<file path="src/mf3_median.sv">
`timescale 1ns / 1ps

module mf3_median #(
  parameter int PIXEL_BITS = 8
) (
  input  logic                       clk_i,
  input  logic                       shift_i,
  input  logic [2:0][PIXEL_BITS-1:0] col_i,
  input  logic                       sort_i,
  output logic [PIXEL_BITS-1:0]      median_o
);

  typedef logic [PIXEL_BITS-1:0] pix_t;

  function automatic pix_t min2(input pix_t a, input pix_t b);
    return (a < b) ? a : b;
  endfunction

  function automatic pix_t max2(input pix_t a, input pix_t b);
    return (a < b) ? b : a;
  endfunction

  function automatic pix_t med3(input pix_t a, input pix_t b, input pix_t c);
    return max2(min2(a, b), min2(max2(a, b), c));
  endfunction

  // [column][row], column 2 newest
  logic [2:0][2:0][PIXEL_BITS-1:0] win_q;
  // [column][rank], rank 0 lowest
  logic [2:0][2:0][PIXEL_BITS-1:0] srt_q;
  logic [2:0][2:0][PIXEL_BITS-1:0] srt_d;

  pix_t lo_max;
  pix_t mid_med;
  pix_t hi_min;

  always_ff @(posedge clk_i) begin
    if (shift_i) begin
      win_q[0] <= win_q[1];
      win_q[1] <= win_q[2];
      win_q[2] <= col_i;
    end
  end

  always_comb begin
    for (int k = 0; k < 3; k++) begin
      srt_d[k][0] = min2(min2(win_q[k][0], win_q[k][1]), win_q[k][2]);
      srt_d[k][1] = med3(win_q[k][0], win_q[k][1], win_q[k][2]);
      srt_d[k][2] = max2(max2(win_q[k][0], win_q[k][1]), win_q[k][2]);
    end
  end

  always_ff @(posedge clk_i) begin
    if (sort_i) begin
      srt_q <= srt_d;
    end
  end

  always_comb begin
    lo_max   = max2(max2(srt_q[0][0], srt_q[1][0]), srt_q[2][0]);
    mid_med  = med3(srt_q[0][1], srt_q[1][1], srt_q[2][1]);
    hi_min   = min2(min2(srt_q[0][2], srt_q[1][2]), srt_q[2][2]);
    median_o = med3(lo_max, mid_med, hi_min);
  end

endmodule

</file>
<file path="config.mk">
export PLATFORM = sky130hd
export DESIGN_NAME = mf3_median
export DESIGN_NICKNAME = d
export VERILOG_FILES = /design/src/mf3_median.sv
export SDC_FILE = /design/constraint.sdc
export NUM_CORES = 1
export LEC_CHECK = 0
export BUFFER_PORTS_ARGS = -buffer_cell sky130_fd_sc_hd__buf_2
export CAP_MARGIN = 40
export CORE_ASPECT_RATIO = 1.25
export CORE_MARGIN = 4
export CORE_UTILIZATION = 40
export CTS_CLUSTER_DIAMETER = 30
export DETAILED_ROUTE_END_ITERATION = 16
export SLEW_MARGIN = 20
export SYNTH_ARGS = -nofsm -noshare
export SYNTH_HDL_FRONTEND = slang
export SYNTH_SLANG_ARGS = --single-unit
</file>
<file path="constraint.sdc">
create_clock -name clk_i -period 12.3 [get_ports clk_i]
set_input_delay 0.615 -clock clk_i [delete_from_list [all_inputs] [get_ports clk_i]]
set_output_delay 0.615 -clock clk_i [all_outputs]
set_load 0.005 [all_outputs]
</file>
==> summary.txt <==
Yosys
  • Synth top area cells: edfxtp_1 39%, ha_1 17%, mux2i_1 7.3%
  • Ys async rst share: 0
  • YS warnings: 0
  • Syn Nets: 1283
  • Yosys cell types: 72
  • Share of the synthesized area in the top cell type: 0.3852
  • Seq/Total Area, Yosys: 0.3852
  • Post-Synthesis Cell Area: 11230 um2
  • Syn Inst Count: 1105
  • Primary FF master, synth: edfxtp_1
  • #FFs+latches synth: 144
  • Number of synthesized flops with an enable pin: 144
  • Avg Synthesized Cell Area: 10.16 um2
  • Cell taking the most area after synthesis: edfxtp_1

Placed design
  • Placed inst area: 11840 um2
  • Dpl ws: 0.5733 ns
  • HPWL Detailed: 22030 um
  • Port Buf Inserts: 34
  • Routability cong.: 0.8987

CTS
  • TritonCTS clock tree: done
  • H-tree lvl count: 4
  • # hold bufs at CTS: 0
  • Max Root-Sink Buffers: 2
  • Root Driver: clkbuf_16
  • Clk Latency, worst-skew pair: 0.43 ns
  • CTS buffer count: 17
  • Clock sink count: 144
  • Worst-path clk slew: 0.07 ns

Final layout
  • Final-layout fill cell count: 2582
  • Seq. cell area: 4324 um2
  • Final core occ: 0.4537
  • Area of the multi-input gates: 6271 um2
  • Share of layout cells above drive strength 1: 0.1460
  • Most common cell after layout, fill and taps aside: ha_1
  • Final Cell Area: 12550 um2
  • P&R area growth vs syn: 11.75%
  • Antenna diodes: 0
  • Final #Nets: 1336
  • Most frequent cells in the layout: 151 x ha_1, 144 x edfxtp_1, 139 x inv_1, 90 x nand2_1, 82 x mux2i_1

Setup path
  • Slowest stage delay, CP: 0.45 ns
  • Crit-path slowest cell: edfxtp_1
  • Worst Path Required: 11.69 ns
  • Reg2Reg Setup Slack: 5.36 ns
  • CP dominant cell by count: ha_1
  • CP max FO: 15
  • CP Data Arrival Time: 10.87 ns
  • Crit path max-delay family: compound AO/OA/AOI/OAI gates
  • Worst setup EP type: primary output
  • Crit path kind: register to primary output
  • Worst Path Buf+Inv: 4
  • Startpoint types: register

Route
  • Post-route DRC: 0
  • Antenna Nets Post-Route: 0
  • Initial detailed-routing violation count: 456
  • DR top layer: met4
  • Met3 WL post-DR: 786 um
  • Routed wire length: 27490 um
  • Routed WL per cell: 18.08 um
  • Router iterations before antenna repair: 7
  • Vias per cell: 5.394
  • Metal2 WL: 14160 um
  • Wl on met1: 12010 um
  • Vias: 8205

Timing
  • Worst setup slack after layout: 0.8142 ns
  • Final number of setup-violating endpoints: 0
  • Max Slew Vio Count: 0
  • Fmax: 0.08706 GHz
  • Slew @ Worst Pin: 0.7504 ns
  • Minimum clock period: 11.49 ns
  • Setup_tns: 0 ns
  • Final Hold Viols: 0
  • Slew HR: 0.4944
  • Setup Skew: 0.009487 ns
  • Crit share post-route: 0.9338

Global routing
  • GRT Util Overall: 0.1804
  • Initial antenna violation count: 0
  • First-pass GRT wire length: 42280 um
  • Total gr overflow: 0
  • Vias in the first global route: 7652
  • Pin count of the biggest net entering global routing: 64

Die
  • Total core area: 27650 um2
  • Die Y: 195.3 um
  • Die width: 157.8 um
  • Io pins: 35
  • FP Rows: 68
  • Starting Density: 0.4060
  • Die area: 30830 um2

Flow run
  • Max-Cap Viols: 0

Outcome
  • Status: finished, final reports clean

Min path
  • Worst hold path type: input port to register
==> per-layer routing <==
metal  vias up  GRT usage
met4         0    0.04941
met2       144     0.3178
met3        26    0.02838
met5         -          0
li1       4168          -
met1      3867     0.2276
==> Yosys cell counts, types with 3 or more instances <==
master	number
a21o_1	37
buf_6	3
ha_1	151
o221ai_1	6
edfxtp_1	144
o21ai_0	72
nor3_1	15
buf_2	3
mux2i_1	82
nor2_1	63
o21ai_1	6
a2111oi_0	6
and2_1	6
nand3_1	5
o211ai_1	7
and4_1	4
a211o_1	8
o21a_1	11
mux2_2	50
mux2_4	4
a211oi_1	9
nand2b_1	12
a21oi_1	67
o2111ai_1	4
o22ai_1	4
inv_1	139
clkbuf_1	21
o31ai_1	3
a31oi_1	4
nand4_1	10
nand2_1	90
nor2b_1	11
==> final timing paths <==
| path | startpoint | end | depth (start not counted) |
|---|---|---|---|
| setup reg to reg | win_q[24] | srt_q[34] | 26 |
| hold reg to reg | win_q[33] | win_q[9] | 0 |
| hold / removal | col_i[0] | win_q[48] | 1 |
| setup / recovery | srt_q[33] | median_o[4] | 49 |
==> repair_timing <==
action                                  in CTS  in global routing
setup buffers                                0                 14
resized for setup                            0                  4
endpoints found under the setup margin       0                  8
==> per-stage QoR <==
stage | hold WS [ns] | cells
2_1_floorplan | 0.4440 | 1105
3_3_place_gp | 0.4989 | 1471
3_5_place_dp | 0.4982 | 1474
4_1_cts | 0.3352 | 1506
5_1_grt | 0.3235 | 1521
6_report | 0.3572 | 1521
==> registers in the layout, summed over array words and instances, names as in the netlist <==
signal and cells:
srt_q 72, win_q 72
==> final cells by class <==
| cell class | count | area share |
|---|---|---|
| clock inverter | 15 | 0.01137 |
| tap | 350 | 0.03491 |
| sequential | 144 | 0.3447 |
| inverter | 139 | 0.04159 |
| clock buffer | 17 | 0.03391 |
| multi-input combinational | 795 | 0.4998 |
| timing repair buffer | 61 | 0.03371 |
==> cells by family (layout without fill, tap and decap cells) <==
group	Yosys count	count (layout)	synth area share
fa+ha+maj	153	153	0.1701
xor+xnor	1	1	0.0007803
compound gates	272	272	0.1604
simple gates	232	232	0.09596
flops	144	144	0.3852
mux	137	137	0.1298
buf+inv	166	232	0.05784
Power is left out: the tool's default activity adds up to more than one toggle a clock period on the data nets, which glitch-free logic cannot reach.
