**config.mk**
```make
export PLATFORM = sky130hd
export DESIGN_NAME = mf3_fifo
export DESIGN_NICKNAME = d
export VERILOG_FILES = /design/src/mf3_fifo.sv
export SDC_FILE = /design/constraint.sdc
export NUM_CORES = 1
export LEC_CHECK = 0
export ABC_AREA = 0
export CAP_MARGIN = 20
export CORE_MARGIN = 3
export CORE_UTILIZATION = 56
export DETAILED_ROUTE_END_ITERATION = 7
export DONT_BUFFER_PORTS = 1
export PLACE_DENSITY = 0.82
export REMOVE_ABC_BUFFERS = 1
export SLEW_MARGIN = 0
export SYNTH_ARGS = -nofsm -noshare
export SYNTH_HDL_FRONTEND = slang
export SYNTH_SLANG_ARGS = --single-unit
export TNS_END_PERCENT = 20
```
**constraint.sdc**
```tcl
create_clock -name clk_i -period 8.1 [get_ports clk_i]
set_clock_uncertainty 0.05 [all_clocks]
set_input_delay 1.215 -clock clk_i [delete_from_list [all_inputs] [get_ports clk_i]]
set_output_delay 1.215 -clock clk_i [all_outputs]
set_load 0.005 [all_outputs]
```
**src/mf3_fifo.sv**
```systemverilog
`timescale 1ns / 1ps

module mf3_fifo #(
  parameter int DATA_W = 36,
  parameter int DEPTH  = 8
) (
  input  logic                       clk_i,
  input  logic                       rst_ni,
  input  logic [1:0]                 push_n_i,
  input  logic [DATA_W-1:0]          wdata0_i,
  input  logic [DATA_W-1:0]          wdata1_i,
  input  logic                       pop_i,
  output logic [DATA_W-1:0]          rdata_o,
  output logic [$clog2(DEPTH+1)-1:0] count_o
);

  localparam int PtrW = (DEPTH > 1) ? $clog2(DEPTH) : 1;
  localparam int CntW = $clog2(DEPTH + 1);

  logic [DATA_W-1:0] mem_q [DEPTH];
  logic [PtrW-1:0]   wr_q;
  logic [PtrW-1:0]   wr_d;
  logic [PtrW-1:0]   rd_q;
  logic [CntW-1:0]   count_q;

  function automatic logic [PtrW-1:0] inc(input logic [PtrW-1:0] p);
    return (p == PtrW'(DEPTH - 1)) ? '0 : p + 1'b1;
  endfunction

  always_comb begin
    case (push_n_i)
      2'd1:    wr_d = inc(wr_q);
      2'd2:    wr_d = inc(inc(wr_q));
      default: wr_d = wr_q;
    endcase
  end

  always_ff @(posedge clk_i) begin
    if (push_n_i != 2'd0) begin
      mem_q[wr_q] <= wdata0_i;
    end
    if (push_n_i == 2'd2) begin
      mem_q[inc(wr_q)] <= wdata1_i;
    end
  end

  always_ff @(posedge clk_i or negedge rst_ni) begin
    if (!rst_ni) begin
      wr_q    <= '0;
      rd_q    <= '0;
      count_q <= '0;
    end else begin
      wr_q    <= wr_d;
      count_q <= count_q + CntW'(push_n_i) - CntW'(pop_i);
      if (pop_i) begin
        rd_q <= inc(rd_q);
      end
    end
  end

  assign rdata_o = mem_q[rd_q];
  assign count_o = count_q;

  a_no_overflow: assert property (@(posedge clk_i) disable iff (!rst_ni)
    (CntW+1)'(count_q) + (CntW+1)'(push_n_i) <= (CntW+1)'(DEPTH) + (CntW+1)'(pop_i))
    else $error("result queue overflow");

  a_no_underflow: assert property (@(posedge clk_i) disable iff (!rst_ni)
    pop_i |-> count_q != '0)
    else $error("result queue underflow");

endmodule

```
==> results of run 1 <==
-- worst register-to-register path: stages (launching register included) --
cell and delay (ns):
sky130_fd_sc_hd__dfrtp_1 0.51, sky130_fd_sc_hd__ha_1 0.29, sky130_fd_sc_hd__ha_1 0.37, sky130_fd_sc_hd__nor3b_2 0.36, sky130_fd_sc_hd__and3b_2 0.96, sky130_fd_sc_hd__a21o_2 0.87
-- cell usage in the layout (no fill, tap or decap), drive strengths merged --
| cell | instances |
|---|---|
| a21o | 5 |
| a21oi | 3 |
| and3b | 1 |
| buf | 16 |
| bufinv | 5 |
| clkbuf | 34 |
| clkinv | 16 |
| dfrtp | 10 |
| edfxtp | 288 |
| fa | 1 |
| ha | 16 |
| inv | 14 |
| mux2 | 327 |
| mux2i | 1 |
| mux4 | 72 |
| nand2 | 10 |
| nand2b | 1 |
| nand3 | 1 |
| nand3b | 1 |
| nor2 | 4 |
| nor2b | 5 |
| nor3 | 1 |
| nor3b | 2 |
| nor4b | 1 |
| o211ai | 1 |
| o21ai | 3 |
| o22ai | 1 |
| xnor2 | 4 |
-- metrics by stage --
step	hold WS (ns)	utilization, %	worst slack (ns)	instance area (um2)
CTS	0.2956	62.20	3.516	16350
floorplan	0.5375	-	2.270	14800
global route	0.2933	62.86	3.590	16520
detailed placement	0.5939	58.35	3.741	15330
global placement	0.5697	58.27	3.852	15310
finish	0.3136	62.86	3.801	16520
-- layout make-up --
class / instances / area (um2) / area share, %
inverters: 14 / 52.55 / 0.3181
clock buffers: 34 / 787.0 / 4.764
flip-flops and latches: 298 / 8907 / 53.92
well taps: 335 / 419.2 / 2.537
multi-input cells: 461 / 5882 / 35.60
clock inverters: 21 / 225.2 / 1.363
repair buffers: 16 / 247.7 / 1.500
-- final timing paths --
kind / end / slack [ns] / cells past startpoint / start
max reg2reg: mem_q[5][14] / 4.28 / 5 / wr_q[0]
min in group clk_i: count_o[3] / 0.60 / 2 / count_o[3]
max: rdata_o[14] / 3.80 / 4 / rd_q[0]
min reg2reg: count_o[3] / 0.60 / 2 / count_o[3]
min: count_o[2] / 0.31 / 0 / rst_ni
max in group asynchronous: rd_q[2] / 7.61 / 0 / rst_ni
-- sequential cells by signal, summed over array words and instances (netlist names) --
signal and flops:
wr_q 3, mem_q 288, count_o 4, rd_q 3
-- power breakdown --
part           internal (mW)  switching (mW)  total [mW]
clock network          0.852           0.576        1.43
registers               2.24           0.243        2.48
logic                  0.952           0.943        1.89
-- cells by family after synthesis --
kind of cell / count (synthesis) / share of synthesized area [%]
AO/OA/AOI/OAI: 13 / 0.7026
AND/OR/NAND/NOR: 27 / 1.174
multiplexers: 400 / 35.11
flip-flops: 298 / 58.79
adder cells (fa/ha/maj): 17 / 1.455
buffers and inverters: 65 / 2.546
XOR/XNOR: 4 / 0.2314
-- layer usage --
layer	wire, um	global-route usage [%]	vias up
li1	-	-	3351
met1	12910	28.73	4052
met2	17150	39.84	244
met3	2407	5.784	48
met4	546	6.032	0
met5	0	0	-
==> results.py, run 1 <==
metrics = {
    "global_routing": {
        "number_of_antenna_violations_at_the_first_check_in_global_routing": 0,
        "gr-total-overflow": 0,
        "global_route.usage.total_pct": 22.85,
        "grt_first_pass_wirelength_um": 50600,
        "first_global_vias": 8613,
        "grt_start_max_net_pins": 75,
    },
    "synth": {
        "synth_top_area_cell": "sky130_fd_sc_hd__edfxtp_1",
        "synthesis.area_mm2": 0.01514,
        "synth-edff-count": 288,
        "yosysMostFrequentCell": "sky130_fd_sc_hd__mux2_2",
        "synth-seq-area-share_pct": 58.79,
        "ys_ff_latch": 298,
        "synthesis.instances": 824,
        "synth.area.top_cells": "sky130_fd_sc_hd__edfxtp_1 57%, sky130_fd_sc_hd__mux2_2 22%, sky130_fd_sc_hd__mux4_2 11%",
        "syn-mean-instance-area_um2": 18.37,
        "yosys.area.top_type_share_pct": 57.13,
        "ranking_of_synthesized_cells_by_instance_count": "295 x sky130_fd_sc_hd__mux2_2, 288 x sky130_fd_sc_hd__edfxtp_1, 72 x sky130_fd_sc_hd__mux4_2",
        "ys_async_sr_fraction_pct": 3.356,
        "ys.warnings.count": 0,
        "synth_cell_type_count": 35,
        "ys.flop_type": "sky130_fd_sc_hd__edfxtp_1",
    },
    "timing": {
        "grt_setup_unrepaired": "no",
        "fin_setup_tns_ns": 0,
        "worstMarginPinSlew_ns": 1.151,
        "finalMaxSlewViolations": 0,
        "max_freq_ghz": 0.2326,
        "maxSlewHeadroom_pct": 23.26,
        "min_period_over_period_pct": 53.07,
        "layout_min_cycle_time_ns": 4.299,
        "final-setup-viol-count": 0,
        "final-hold-violation-count": 0,
    },
    "worst_hold_path": {
        "holdCritPathClass": "in -> async",
    },
    "floorplan": {
        "floorplan.initialDensity_pct": 57.60,
        "io-pin-count": 117,
        "core_region_area_mm2": 0.02628,
        "placement_rows": 59,
        "die-width_um": 170.4,
        "die_footprint_mm2": 0.02904,
        "floorplan.die.height_um": 170.4,
    },
    "cts": {
        "cts.hold.buffers_added": 0,
        "worst_skew_pair.late_latency_ns": 0.54,
        "cts_num_sinks": 298,
        "clk_transition_reported_paths_ns": 0.06,
        "post-cts-setup-buffers": 0,
        "tritoncts.num_buffers": 30,
        "root_buffer": "sky130_fd_sc_hd__clkbuf_16",
        "h-tree-depth": 1,
        "post_cts_sizing_count": 0,
        "cts_buffer_depth": 3,
        "tritoncts_clock_tree": "yes",
    },
    "placement": {
        "dp_hpwl_um": 18180,
        "placement.io_buffers": 0,
        "routabilityCongestion": 0.8262,
        "placed_cells": 1116,
    },
    "power_and_ir_drop": {
        "final_total_power_mw": 5.803,
        "ir_worst_vdd_uv": 242.4,
        "total_leakage_power_nw": 5.469,
        "power.density_mw_per_mm2": 351.3,
    },
    "routing": {
        "avgRoutedWirePerCell_um": 27.99,
        "drt-pass1-iter-count": 4,
        "routed_via_density": 6.527,
        "route.detailed.drc": 0,
        "num_vias": 7695,
        "drt_first_iter_violations": 647,
        "postRouteAntennaNets": 0,
        "finalWirelength_um": 33010,
    },
    "final_layout": {
        "n_fill_cell": 1741,
        "post_layout_nonfiller_instances": 1179,
        "diodes": 0,
        "layout-drive-gt1-share_pct": 53.67,
        "num-nets-final": 915,
        "layout-area-overhead-vs-synth_pct": 9.142,
    },
    "critical_path": {
        "critical_path.cell_chain": "buf_4, buf_16, mux4_2, mux2_2",
        "crit_fanout": 30,
        "setup.worst_path.start_class": "register",
        "worst-endpoint-required_ns": 6.84,
        "timing.setup.critical_path_class": "reg -> out",
        "cp.arrival_ns": 3.03,
        "cp_top_delay_family": "multiplexers",
        "setup.worst_path.end_class": "output port",
        "crit_path_top_delay_cell": "sky130_fd_sc_hd__dfrtp_4",
        "slowest_stage_delay_cp_ns": 0.77,
        "path_buf_inv": 2,
    },
    "status": {
        "run_status": "completed",
    },
    "job": {
        "max_cap_violations": 0,
    },
}
No activity file was read; power rests on OpenSTA's default activity.
==> inputs of run 2 (changes only) <==
Clock period 8.1 ns to 4.5 ns, I/O delays scaled along.
==> results.py, run 2 (synthesis gave the netlist of run 1 again) <==
metrics = {
    "final_layout": {
        "num-nets-final": 918,
        "postLayoutCoreUtil_pct": 62.64,
        "top_register": "mem_q",
        "layout-drive-gt1-share_pct": 53.48,
        "mostFrequentLayoutCells": "295 x sky130_fd_sc_hd__mux2_2, 288 x sky130_fd_sc_hd__edfxtp_1, 72 x sky130_fd_sc_hd__mux4_2",
        "post_layout_nonfiller_instances": 1182,
        "largest_register_ff_count": 288,
        "n_fill_cell": 1786,
        "diodes": 0,
        "layout_commonest_cell": "sky130_fd_sc_hd__mux2_2",
        "layout-area-overhead-vs-synth_pct": 8.753,
    },
    "power_and_ir_drop": {
        "power.net_switching_mw": 3.197,
        "cell_internal_pwr_mw": 7.122,
        "power.sequential.fraction_pct": 43.4,
        "power.density_mw_per_mm2": 626.8,
        "power_frac_clock_pct": 23.2,
        "power.share.switching_pct": 30.98,
        "total_leakage_power_nw": 5.440,
        "ir_worst_vdd_uv": 525.8,
        "power.combinational.fraction_pct": 33.4,
    },
    "critical_path": {
        "setup.worst_path.start_class": "register",
        "worst-endpoint-required_ns": 3.77,
        "cp.arrival_ns": 2.71,
        "setup.worst_path.end_class": "output port",
        "crit_fanout": 29,
        "timing.setup.critical_path_class": "reg -> out",
    },
    "worst_hold_path": {
        "holdCritPathClass": "in -> reg",
    },
    "placement": {
        "routabilityCongestion": 0.7729,
        "placed_cells": 1122,
        "placement.io_buffers": 0,
        "dp_hpwl_um": 19030,
    },
    "cts": {
        "cts_num_sinks": 298,
        "post_cts_sizing_count": 0,
        "post-cts-setup-buffers": 0,
        "tritoncts.num_buffers": 29,
        "cts.hold.buffers_added": 1,
        "h-tree-depth": 1,
        "worst_skew_pair.late_latency_ns": 0.54,
        "tritoncts_clock_tree": "yes",
        "cts_buffer_depth": 3,
        "clk_transition_reported_paths_ns": 0.07,
        "root_buffer": "sky130_fd_sc_hd__clkbuf_16",
    },
    "global_routing": {
        "number_of_antenna_violations_at_the_first_check_in_global_routing": 0,
        "gr-total-overflow": 0,
        "grt_first_pass_wirelength_um": 52040,
        "first_global_vias": 8627,
        "global_route.usage.total_pct": 23.65,
        "grt_start_max_net_pins": 75,
    },
    "floorplan": {
        "floorplan.initialDensity_pct": 57.60,
        "core_region_area_mm2": 0.02628,
        "die_footprint_mm2": 0.02904,
        "io-pin-count": 117,
        "die-width_um": 170.4,
        "floorplan.die.height_um": 170.4,
        "placement_rows": 59,
    },
    "routing": {
        "drt-pass1-iter-count": 5,
        "drt_first_iter_violations": 639,
        "finalWirelength_um": 34020,
        "route.detailed.drc": 0,
        "num_vias": 7753,
        "avgRoutedWirePerCell_um": 28.78,
        "routed_via_density": 6.559,
        "postRouteAntennaNets": 0,
    },
    "timing": {
        "final-setup-viol-count": 0,
        "grt_setup_unrepaired": "no",
        "min_period_over_period_pct": 76.35,
        "worstMarginPinSlew_ns": 1.176,
        "max_freq_ghz": 0.2911,
        "finalMaxSlewViolations": 0,
        "final-hold-violation-count": 0,
        "maxSlewHeadroom_pct": 21.58,
        "layout_min_cycle_time_ns": 3.436,
    },
    "status": {
        "run_status": "completed",
    },
    "job": {
        "max_cap_violations": 0,
    },
}
## run 2: path summary, 6_finish.rpt
path / from / end / slack (ns) / depth (start not counted)
min in group asynchronous: rst_ni / rd_q[0] / 0.48 / 1
worst max-delay path: rd_q[0] / rdata_o[34] / 1.06 / 3
worst min-delay path: push_n_i[0] / count_o[0] / 0.22 / 1
worst max register to register: wr_q[0] / mem_q[3][14] / 1.25 / 7
max in group asynchronous: rst_ni / rd_q[2] / 3.53 / 1
worst min register to register: wr_q[2] / wr_q[2] / 0.62 / 2
## run 2: through the flow
step	setup TNS [ns]	worst slack [ns]	power [mW]	area, um2	hold slack (ns)
2_1_floorplan	-45.60	-0.8646	6.911	14800	0.3294
3_3_place_gp	0	1.446	7.741	15380	0.3298
3_5_place_dp	0	1.261	7.929	15420	0.3297
4_1_cts	0	0.9809	10.32	16350	0.2043
5_1_grt	0	0.8895	10.76	16460	0.2075
6_report	0	1.064	10.32	16460	0.2194
## run 2: cell type report
| class | instances | area [um2] | share of cell area (%) |
|---|---|---|---|
| clock inverter | 15 | 125.1 | 0.7601 |
| timing repair buffer | 20 | 272.8 | 1.657 |
| inverter | 14 | 52.55 | 0.3192 |
| multi-input combinational | 461 | 5882 | 35.73 |
| tap | 335 | 419.2 | 2.546 |
| sequential | 298 | 8907 | 54.11 |
| clock buffer | 39 | 803.3 | 4.880 |
## run 2: routing by layer
metal / vias to the layer above / global-route usage (%) / routed length (um)
met5: - / 0 / 0
met4: 0 / 6.279 / 653
met3: 51 / 5.668 / 2436
met2: 269 / 40.41 / 17490
met1: 4090 / 30.71 / 13440
li1: 3343 / - / -
## run 2: power by group through the flow
stage,Combinational [mW],Sequential (mW),Clock (mW)
5_1_grt,3.68,4.56,2.51
6_report,3.45,4.48,2.39
2_1_floorplan,2.43,4.48,0
3_5_place_dp,3.31,4.62,0
4_1_cts,3.34,4.57,2.41
3_3_place_gp,3.17,4.57,0
## run 2: worst max-delay path, cell delays in order (launching register included)
cell                      delay, ns
sky130_fd_sc_hd__dfrtp_4       0.80
sky130_fd_sc_hd__buf_4         0.47
sky130_fd_sc_hd__mux4_2        0.58
sky130_fd_sc_hd__mux2_2        0.30
